==> src/edb_pkg.sv <==
// ----------------------------------------------------------------------------
// Equal-depth binning smoother package
// Shared types, constants and helpers.
// ----------------------------------------------------------------------------
`timescale 1ns / 1ps
package edb_pkg;
  localparam int unsigned MaxSamplesDefault = 64;
  localparam logic [6:0] BinSizeReset = 7'd3;

  typedef struct packed {
    logic signed [23:0] sample_value;
    logic is_last;
  } edb_in_t;

  typedef struct packed {
    logic signed [23:0] sorted_value;
    logic [5:0] bin_number;
    logic signed [23:0] mean_smoothed;
    logic signed [23:0] median_smoothed;
    logic signed [23:0] boundary_smoothed;
    logic last_result;
  } edb_out_t;

  typedef enum logic [3:0] {
    BkIdle, BkSortRd, BkSortCmp, BkSortWr, BkBinInit, BkSumRd, BkSumAcc,
    BkDiv, BkMedRd, BkMedWait, BkOutRd, BkOutWait, BkOutPush
  } edb_bk_state_e;

  // Integer part truncated toward zero.
  function automatic logic signed [15:0] int_part(input logic signed [23:0] v);
    logic signed [15:0] r;
    r = v[23:8];
    if (v[23] && (v[7:0] != 8'd0)) r = r + 16'sd1;
    return r;
  endfunction
endpackage

==> src/edb_front.sv <==
// ----------------------------------------------------------------------------
// Equal-depth binning smoother front
// Accepts sample beats and forwards them to the set queue.
// ----------------------------------------------------------------------------
`timescale 1ns / 1ps
module edb_front import edb_pkg::*; #(
  parameter int unsigned MaxSamples = MaxSamplesDefault,
  localparam int unsigned CntW = $clog2(MaxSamples + 1)
) (
  input  logic    clk_i,
  input  logic    rst_ni,
  input  logic    push,
  output logic    full,
  input  edb_in_t in_i,
  output logic    q_valid_o,
  output edb_in_t q_data_o,
  input  logic    q_ready_i
);
  logic [CntW-1:0] cnt_q, cnt_d;
  logic valid_q;
  edb_in_t data_q;
  logic acc, end_set;

  assign full = valid_q && !q_ready_i;
  assign acc = push && !full;
  assign end_set = in_i.is_last || (cnt_q == CntW'(MaxSamples - 1));

  always_comb begin
    cnt_d = cnt_q;
    if (acc) cnt_d = end_set ? '0 : cnt_q + 1'b1;
  end

  always_ff @(posedge clk_i or negedge rst_ni) begin
    if (!rst_ni) begin
      cnt_q <= '0;
      valid_q <= 1'b0;
    end else begin
      cnt_q <= cnt_d;
      if (acc) valid_q <= 1'b1;
      else if (q_ready_i) valid_q <= 1'b0;
    end
  end

  always_ff @(posedge clk_i) begin
    if (acc) begin
      data_q.sample_value <= in_i.sample_value;
      data_q.is_last <= end_set;
    end
  end

  assign q_valid_o = valid_q;
  assign q_data_o = data_q;
endmodule

==> src/edb_div.sv <==
// ----------------------------------------------------------------------------
// Equal-depth binning smoother divider
// Radix-2 signed divide of the bin sum by its count, truncating toward zero.
// ----------------------------------------------------------------------------
`timescale 1ns / 1ps
module edb_div (
  input  logic               clk_i,
  input  logic               rst_ni,
  input  logic               start_i,
  input  logic signed [30:0] num_i,
  input  logic [6:0]         den_i,
  output logic               done_o,
  output logic signed [23:0] quo_o
);
  logic [30:0] rem_q, quo_q;
  logic [7:0]  r_q;
  logic [4:0]  step_q;
  logic        neg_q, busy_q;
  logic [6:0]  den_q;
  logic [7:0]  trial;
  logic [30:0] qn;

  assign trial = {r_q[6:0], rem_q[30]} - {1'b0, den_q};

  always_ff @(posedge clk_i or negedge rst_ni) begin
    if (!rst_ni) begin
      busy_q <= 1'b0;
      step_q <= '0;
    end else if (start_i) begin
      busy_q <= 1'b1;
      step_q <= 5'd0;
    end else if (busy_q) begin
      step_q <= step_q + 5'd1;
      if (step_q == 5'd30) busy_q <= 1'b0;
    end
  end

  always_ff @(posedge clk_i) begin
    if (start_i) begin
      neg_q <= num_i[30];
      rem_q <= num_i[30] ? 31'(-num_i) : num_i;
      den_q <= den_i;
      r_q <= '0;
      quo_q <= '0;
    end else if (busy_q) begin
      rem_q <= {rem_q[29:0], 1'b0};
      if (!trial[7]) begin
        r_q <= trial;
        quo_q <= {quo_q[29:0], 1'b1};
      end else begin
        r_q <= {r_q[6:0], rem_q[30]};
        quo_q <= {quo_q[29:0], 1'b0};
      end
    end
  end

  assign qn = neg_q ? 31'(-quo_q) : quo_q;
  assign quo_o = qn[23:0];
  assign done_o = !busy_q && !start_i;
endmodule

==> src/edb_back.sv <==
// ----------------------------------------------------------------------------
// Equal-depth binning smoother back end
// Stores a set, insertion-sorts it in memory, then emits smoothed results.
// ----------------------------------------------------------------------------
`timescale 1ns / 1ps
module edb_back import edb_pkg::*; #(
  parameter int unsigned MaxSamples = MaxSamplesDefault,
  localparam int unsigned AddrW = $clog2(MaxSamples),
  localparam int unsigned CntW = $clog2(MaxSamples + 1)
) (
  input  logic       clk_i,
  input  logic       rst_ni,
  input  logic [6:0] bin_size_i,
  input  logic       q_valid_i,
  input  edb_in_t    q_data_i,
  output logic       q_ready_o,
  output logic       res_valid_o,
  output edb_out_t   res_o,
  input  logic       res_ready_i
);
  logic signed [23:0] mem [MaxSamples];
  logic signed [23:0] rd_q;
  logic [AddrW-1:0] ra, wa;
  logic we;
  logic signed [23:0] wd;

  edb_bk_state_e st_q, st_d;
  logic [CntW-1:0] n_q, i_q, j_q, start_q, k_q, len_q;
  logic signed [23:0] key_q, lo_q, hi_q, mean_q, med_q, m1_q;
  logic signed [30:0] sum_q, sum_nx;
  logic [5:0] bin_q;
  logic [6:0] bs;
  logic div_start, div_done;
  logic signed [23:0] div_q;
  logic [CntW-1:0] rem_n, mid;
  logic signed [24:0] dlo, dhi;
  logic signed [16:0] msum;
  logic shift;

  assign bs = (bin_size_i == 7'd0) ? 7'd1 : bin_size_i;
  assign rem_n = n_q - start_q;
  assign mid = start_q + (len_q >> 1);
  assign shift = (j_q != '0) && (rd_q > key_q);
  assign sum_nx = sum_q + 31'(rd_q);

  always_ff @(posedge clk_i) begin
    if (we) mem[wa] <= wd;
    rd_q <= mem[ra];
  end

  edb_div u_div (
    .clk_i, .rst_ni, .start_i(div_start), .num_i(sum_nx),
    .den_i(7'(len_q)), .done_o(div_done), .quo_o(div_q)
  );

  assign q_ready_o = (st_q == BkIdle);

  always_comb begin
    st_d = st_q;
    case (st_q)
      BkIdle:    if (q_valid_i && q_data_i.is_last) st_d = BkSortRd;
      BkSortRd:  st_d = (i_q >= n_q) ? BkBinInit : BkSortCmp;
      BkSortCmp: st_d = BkSortWr;
      BkSortWr:  st_d = shift ? BkSortWr : BkSortRd;
      BkBinInit: st_d = (start_q >= n_q) ? BkIdle : BkSumRd;
      BkSumRd:   st_d = BkSumAcc;
      BkSumAcc:  st_d = (k_q == len_q) ? BkDiv : BkSumAcc;
      BkDiv:     if (div_done) st_d = BkMedRd;
      BkMedRd:   st_d = BkMedWait;
      BkMedWait: st_d = (k_q == CntW'(2)) ? BkOutRd : BkMedWait;
      BkOutRd:   st_d = BkOutWait;
      BkOutWait: st_d = BkOutPush;
      BkOutPush: if (res_ready_i) st_d = (k_q + 1'b1 == len_q) ? BkBinInit : BkOutRd;
      default:   st_d = BkIdle;
    endcase
  end

  always_comb begin
    we = 1'b0; wd = key_q; wa = AddrW'(j_q); ra = AddrW'(i_q);
    div_start = (st_q == BkSumAcc) && (k_q == len_q);
    case (st_q)
      BkIdle: begin
        we = q_valid_i; wd = q_data_i.sample_value; wa = AddrW'(n_q);
      end
      BkSortRd:  ra = AddrW'(i_q);
      BkSortCmp: ra = AddrW'(i_q - 1'b1);
      BkSortWr: begin
        we = 1'b1;
        wa = AddrW'(j_q);
        if (shift) begin
          wd = rd_q;
          ra = AddrW'(j_q - 2'd2);
        end else begin
          wd = key_q;
        end
      end
      BkSumRd, BkSumAcc: ra = AddrW'(start_q + k_q);
      BkMedRd:   ra = AddrW'(mid - 1'b1);
      BkMedWait: ra = AddrW'(mid);
      BkOutRd, BkOutWait, BkOutPush: ra = AddrW'(start_q + k_q);
      default: ;
    endcase
  end

  always_ff @(posedge clk_i or negedge rst_ni) begin
    if (!rst_ni) begin
      st_q <= BkIdle;
      n_q <= '0;
    end else begin
      st_q <= st_d;
      if (st_q == BkIdle && q_valid_i) n_q <= n_q + 1'b1;
      if (st_q == BkBinInit && start_q >= n_q) n_q <= '0;
    end
  end

  assign dlo = 25'(rd_q) - 25'(lo_q);
  assign dhi = 25'(hi_q) - 25'(rd_q);
  assign msum = 17'(int_part(m1_q)) + 17'(int_part(rd_q));

  always_ff @(posedge clk_i) begin
    case (st_q)
      BkIdle: i_q <= CntW'(1);
      BkSortRd: begin
        if (i_q >= n_q) begin start_q <= '0; bin_q <= '0; end
      end
      BkSortCmp: begin
        key_q <= rd_q; j_q <= i_q;
      end
      BkSortWr: begin
        if (shift) j_q <= j_q - 1'b1;
        else i_q <= i_q + 1'b1;
      end
      BkBinInit: begin
        len_q <= (7'(rem_n) < bs) ? rem_n : CntW'(bs);
        k_q <= '0; sum_q <= '0;
      end
      BkSumRd: k_q <= k_q + 1'b1;
      BkSumAcc: begin
        sum_q <= sum_nx;
        if (k_q == CntW'(1)) lo_q <= rd_q;
        if (k_q == len_q) hi_q <= rd_q;
        else k_q <= k_q + 1'b1;
      end
      BkDiv: begin mean_q <= div_q; k_q <= '0; end
      BkMedRd: k_q <= CntW'(1);
      BkMedWait: begin
        if (k_q == CntW'(1)) begin m1_q <= rd_q; k_q <= CntW'(2); end
        else begin
          if (len_q[0]) med_q <= 24'(int_part(rd_q)) <<< 8;
          else med_q <= 24'(msum) <<< 7;
          k_q <= '0;
        end
      end
      BkOutPush: if (res_ready_i) begin
        if (k_q + 1'b1 == len_q) begin
          k_q <= '0; start_q <= start_q + len_q; bin_q <= bin_q + 1'b1;
        end else k_q <= k_q + 1'b1;
      end
      default: ;
    endcase
  end

  assign res_valid_o = (st_q == BkOutPush);
  always_comb begin
    res_o.sorted_value = rd_q;
    res_o.bin_number = bin_q;
    res_o.mean_smoothed = mean_q;
    res_o.median_smoothed = med_q;
    res_o.boundary_smoothed = (dlo < dhi) ? lo_q : hi_q;
    res_o.last_result = (start_q + k_q + 1'b1 == n_q);
  end
endmodule

==> src/edb_outq.sv <==
// ----------------------------------------------------------------------------
// Equal-depth binning smoother result register
// Holds one result beat for the consumer side.
// ----------------------------------------------------------------------------
`timescale 1ns / 1ps
module edb_outq import edb_pkg::*; (
  input  logic     clk_i,
  input  logic     rst_ni,
  input  logic     in_valid_i,
  input  edb_out_t in_i,
  output logic     in_ready_o,
  output logic     empty,
  output edb_out_t out_o,
  input  logic     pop
);
  logic v_q;
  edb_out_t d_q;
  assign in_ready_o = !v_q || pop;
  always_ff @(posedge clk_i or negedge rst_ni) begin
    if (!rst_ni) v_q <= 1'b0;
    else if (in_valid_i && in_ready_o) v_q <= 1'b1;
    else if (pop) v_q <= 1'b0;
  end
  always_ff @(posedge clk_i) begin
    if (in_valid_i && in_ready_o) d_q <= in_i;
  end
  assign empty = !v_q;
  assign out_o = d_q;
endmodule

==> src/equal_depth_binning_smoother.sv <==
// Operation: a set of n samples loads one beat per cycle while the back end is
// idle, then the set is insertion-sorted in memory, then each bin is processed
// in order (sum, divide, median, results).
// Input is blocked after one held beat while a set is being processed.
// Reset (rst_ni, asynchronous, active low) clears the sample count and
// sets bin_size to 3; stored samples are undefined until written.
// ----------------------------------------------------------------------------
// Equal-depth binning smoother
// Sorts a sample set and gives mean, median and boundary smoothed values.
// ----------------------------------------------------------------------------
`timescale 1ns / 1ps
module equal_depth_binning_smoother import edb_pkg::*; #(
  parameter int unsigned MaxSamples = MaxSamplesDefault
) (
  input  logic       clk_i,
  input  logic       rst_ni,
  input  logic       push,
  output logic       full,
  input  edb_in_t    in_i,
  output logic       empty,
  input  logic       pop,
  output edb_out_t   out_o,
  input  logic       cfg_we_i,
  input  logic [6:0] cfg_wdata_i
);
  logic [6:0] bin_size_q;
  logic q_valid, q_ready, r_valid, r_ready;
  edb_in_t q_data;
  edb_out_t r_data;

  always_ff @(posedge clk_i or negedge rst_ni) begin
    if (!rst_ni) bin_size_q <= BinSizeReset;
    else if (cfg_we_i) bin_size_q <= cfg_wdata_i;
  end

  edb_front #(.MaxSamples(MaxSamples)) u_front (
    .clk_i, .rst_ni, .push, .full, .in_i,
    .q_valid_o(q_valid), .q_data_o(q_data), .q_ready_i(q_ready)
  );

  edb_back #(.MaxSamples(MaxSamples)) u_back (
    .clk_i, .rst_ni, .bin_size_i(bin_size_q),
    .q_valid_i(q_valid), .q_data_i(q_data), .q_ready_o(q_ready),
    .res_valid_o(r_valid), .res_o(r_data), .res_ready_i(r_ready)
  );

  edb_outq u_outq (
    .clk_i, .rst_ni, .in_valid_i(r_valid), .in_i(r_data),
    .in_ready_o(r_ready), .empty, .out_o, .pop
  );
endmodule

==> config.mk <==
export PLATFORM = sky130hd
export DESIGN_NAME = equal_depth_binning_smoother
export DESIGN_NICKNAME = d
export VERILOG_FILES = /design/src/edb_pkg.sv /design/src/edb_front.sv /design/src/edb_div.sv /design/src/edb_back.sv /design/src/edb_outq.sv /design/src/equal_depth_binning_smoother.sv
export SDC_FILE = /design/constraint.sdc
export NUM_CORES = 2
export LEC_CHECK = 0
export BUFFER_PORTS_ARGS = -buffer_cell sky130_fd_sc_hd__clkbuf_2
export CORE_MARGIN = 10
export CORE_UTILIZATION = 47
export CTS_CLUSTER_DIAMETER = 80
export DETAILED_ROUTE_END_ITERATION = 10
export SLEW_MARGIN = 20
export SYNTH_ARGS = -nofsm -noshare
export SYNTH_HDL_FRONTEND = slang
export SYNTH_SLANG_ARGS = --single-unit
==> constraint.sdc <==
create_clock -name clk_i -period 5.8 [get_ports clk_i]
set_input_delay 0.29 -clock clk_i [delete_from_list [all_inputs] [get_ports clk_i]]
set_output_delay 0.29 -clock clk_i [all_outputs]
set_load 0.005 [all_outputs]
==> summary.json <==
{
  "status": "finished clean",
  "final_nets": 7666,
  "place.gp.congestion": 0.882,
  "postRouteWirelength_um": 245000,
  "syn-instance-count": 7088,
  "wl_met2_um": 118000,
  "die_w_um": 449,
  "tritoncts": "yes",
  "synth-seq-area-share": 0.684,
  "timing.final.max_slew_violations": 0,
  "layout-drive-gt1-share": 0.119,
  "yosys.area.top_type_share": 0.661,
  "synthDistinctLibCells": 79,
  "first_global_vias": 55200,
  "postSynth.asyncResetShare": 0.0166,
  "clkTransAtPathRegs_ps": 60,
  "postCtsSetupRepairBufs": 0,
  "worstMarginPinSlew_ps": 1230,
  "yosys_warnings": 0,
  "port-buffer-count": 134,
  "grt_setup_unrepaired": "false",
  "critical_path.max_fanout": 11,
  "clk_sinks": 1993,
  "grt_first_pass_wirelength_um": 362000,
  "wl_met1_um": 99100,
  "highest-signal-layer": "met5",
  "cell_by_cell_listing_of_the_critical_path": "buf_4 > ha_1 > inv_1 > fa_1 > a21o_1 > a21oi_2 > o21bai_1 > a21oi_2 > o21bai_1 > a41o_1 > o211a_1 > nor2_1 > a2111oi_0 > o31a_1 > o21a_1 > nor2_1 > o21ai_0 > ha_1 > inv_1 > or4_1 > o21ai_4 > buf_6 > mux2_2",
  "final-setup-viol-count": 0,
  "critical_path.n_buffers_inverters": 4,
  "vias_per_cell": 5.73,
  "dr.pass1.iters": 9,
  "worst-endpoint-required_ps": 6390,
  "final_hold_vio_count": 0,
  "track_usage": 0.236,
  "htree_levels": 4,
  "starting_density_of_the_core": 0.472,
  "cts.root.buffer_cell": "sky130_fd_sc_hd__clkbuf_16",
  "hold_class": "primary input to flop",
  "timing.critical_path.max_delay_family": "compound AO/OA/AOI/OAI gates",
  "synthesis.area_um2": 86500,
  "maxCapViolations": 0,
  "max-clock-path-buffers": 3,
  "detail_route.wl_per_cell_um": 24.4,
  "crit_path_start_kind": "flop",
  "final_period_minus_worst_setup_slack_ps": 5480,
  "grt_start_max_net_pins": 85,
  "core-area_um2": 183000,
  "synth_edf_count": 1905,
  "antenna_found_initial": 8,
  "syn-mean-instance-area_um2": 12.2,
  "crit_path_end_kind": "flop",
  "detailroute.via_count": 57600,
  "remaining_drc_errors": 0,
  "floorplan.die_area_um2": 202000,
  "synthToLayoutAreaGrowth_pct": 14.5,
  "cts_made_buffers": 206,
  "ys_top_cells_by_area": "sky130_fd_sc_hd__edfxtp_1 (66%), sky130_fd_sc_hd__nand2_1 (7.5%), sky130_fd_sc_hd__nand3_1 (4.8%), sky130_fd_sc_hd__ha_1 (3.0%), sky130_fd_sc_hd__xnor2_1 (1.6%)",
  "yosys_most_used_dff": "sky130_fd_sc_hd__edfxtp_1",
  "netlist.top_cell.by_area": "sky130_fd_sc_hd__edfxtp_1",
  "fmax_mhz": 182,
  "critical_path_class": "flop to flop",
  "detail_route.iter0.violations": 6324,
  "core.rowCount": 157,
  "layout.cells.most_common_list": "sky130_fd_sc_hd__edfxtp_1 (1905), sky130_fd_sc_hd__nand2_1 (1724), sky130_fd_sc_hd__nand3_1 (836)",
  "layout_worst_path_cycle_share": 0.945,
  "die-height_um": 449,
  "drtAntennaViolNets": 0,
  "overflow": 0,
  "cp_slowest_cell": "sky130_fd_sc_hd__or4_1",
  "number_of_ports_placed_on_the_die_boundary": 142,
  "fin_worst_skew_ps": 49.8,
  "routed-wl-met3_um": 16800,
  "holdWs_ps": 143,
  "layout_commonest_cell": "sky130_fd_sc_hd__edfxtp_1",
  "critPathArrivalTime_ps": 6070,
  "timing.max_slew.rel_slack": 0.177,
  "worst_skew_pair.late_latency_ps": 870,
  "hpwlAfterDp_um": 152000,
  "worst_path_largest_cell_delay_ps": 580,
  "synth_seq_cells": 1993
}
## synth_stat cells (all sizes together), types with 37 or more instances
cell type	instances
a21o	49
a21oi	133
a31oi	200
a32oi	94
and3	111
buf	145
clkbuf	240
dfxtp	55
edfxtp	1905
ha	204
inv	189
mux2i	44
nand2	1724
nand2b	37
nand3	836
nor2	251
nor3	41
o21ai	162
xnor2	156
xor2	88
## worst reg2reg max path, delay by kind of cell (launching register included)
kind | cells | cell delay (ps)
flip-flops | 1 | 330
AND/OR/NAND/NOR | 3 | 870
buffers and inverters | 4 | 480
multiplexers | 1 | 350
adder cells (fa/ha/maj) | 3 | 870
AO/OA/AOI/OAI | 12 | 2310
## sequential cells by signal, indices dropped and copies added (netlist names), 17 cells and up
register and count:
u_back.mem 1536, u_outq.out_o 96, u_back.sum_q 31, u_back.u_div.rem_q 31, u_front.q_data_o 25, u_back.hi_q 24
u_back.key_q 24, u_back.lo_q 24, u_back.m1_q 24, u_back.mean_q 24, u_back.rd_q 24, u_back.u_div.quo_q 24
u_back.med_q 17
## cells by family after synthesis
family | after synthesis | synth area share
AO/OA/AOI/OAI | 823 | 0.0636
adder cells (fa/ha/maj) | 213 | 0.0316
multiplexers | 77 | 0.00939
XOR/XNOR | 244 | 0.0247
AND/OR/NAND/NOR | 3161 | 0.160
other | 1 | 0.0000434
buffers and inverters | 576 | 0.0272
flip-flops | 1993 | 0.684
## path summary, 6_finish.rpt
kind	from	to	slack [ps]	cells after the start
max	u_back.rd_q[0]	u_outq.out_o[14]	320	23
min	in_i[1]	u_front.q_data_o[1]	140	2
max reg2reg	u_back.rd_q[0]	u_outq.out_o[14]	320	23
min reg2reg	u_back.mean_q[4]	u_outq.out_o[53]	420	0
max in group asynchronous	rst_ni	u_back.u_div.busy_q	4990	2
min in group asynchronous	rst_ni	u_back.st_q[1]	160	2
## layout make-up
type	instances	area, um2
Antenna cell	2	5.00
Clock buffer	259	5420
Clock inverter	119	1100
Fill cell	15400	84100
Inverter	191	718
Multi-Input combinational cell	4525	25400
Sequential cell	1993	59100
Tap cell	2464	3080
Timing Repair Buffer	499	4210
## what timing repair did
action                                  CTS  global route
resized for setup                         1             8
endpoints found under the hold margin    72             0
endpoints found under the setup margin   11            24
pin swaps                                 0             1
hold buffers                             48             0
## stage by stage
stage / instance area, um2 / setup slack, ps / util / TNS, ps / cells
6_report: 99000 / 317 / 0.541 / 0 / 10100
5_1_grt: 99000 / 30.6 / 0.541 / 0 / 10100
4_1_cts: 99000 / 25.4 / 0.540 / 0 / 10100
3_5_place_dp: 92000 / -9.09 / 0.502 / -57.1 / 9624
3_3_place_gp: 92000 / -3.47 / 0.502 / -20.6 / 9624
2_1_floorplan: 86500 / 302 / - / 0 / 7094
## routing by layer
metal,GRT usage,up-vias
li1,-,26500
met1,0.310,28500
met2,0.389,2142
met3,0.0344,411
met4,0.106,4
met5,0,-
Power is not shown: default switching activity piles up to over one toggle a cycle in this logic, so the estimate is an artifact.
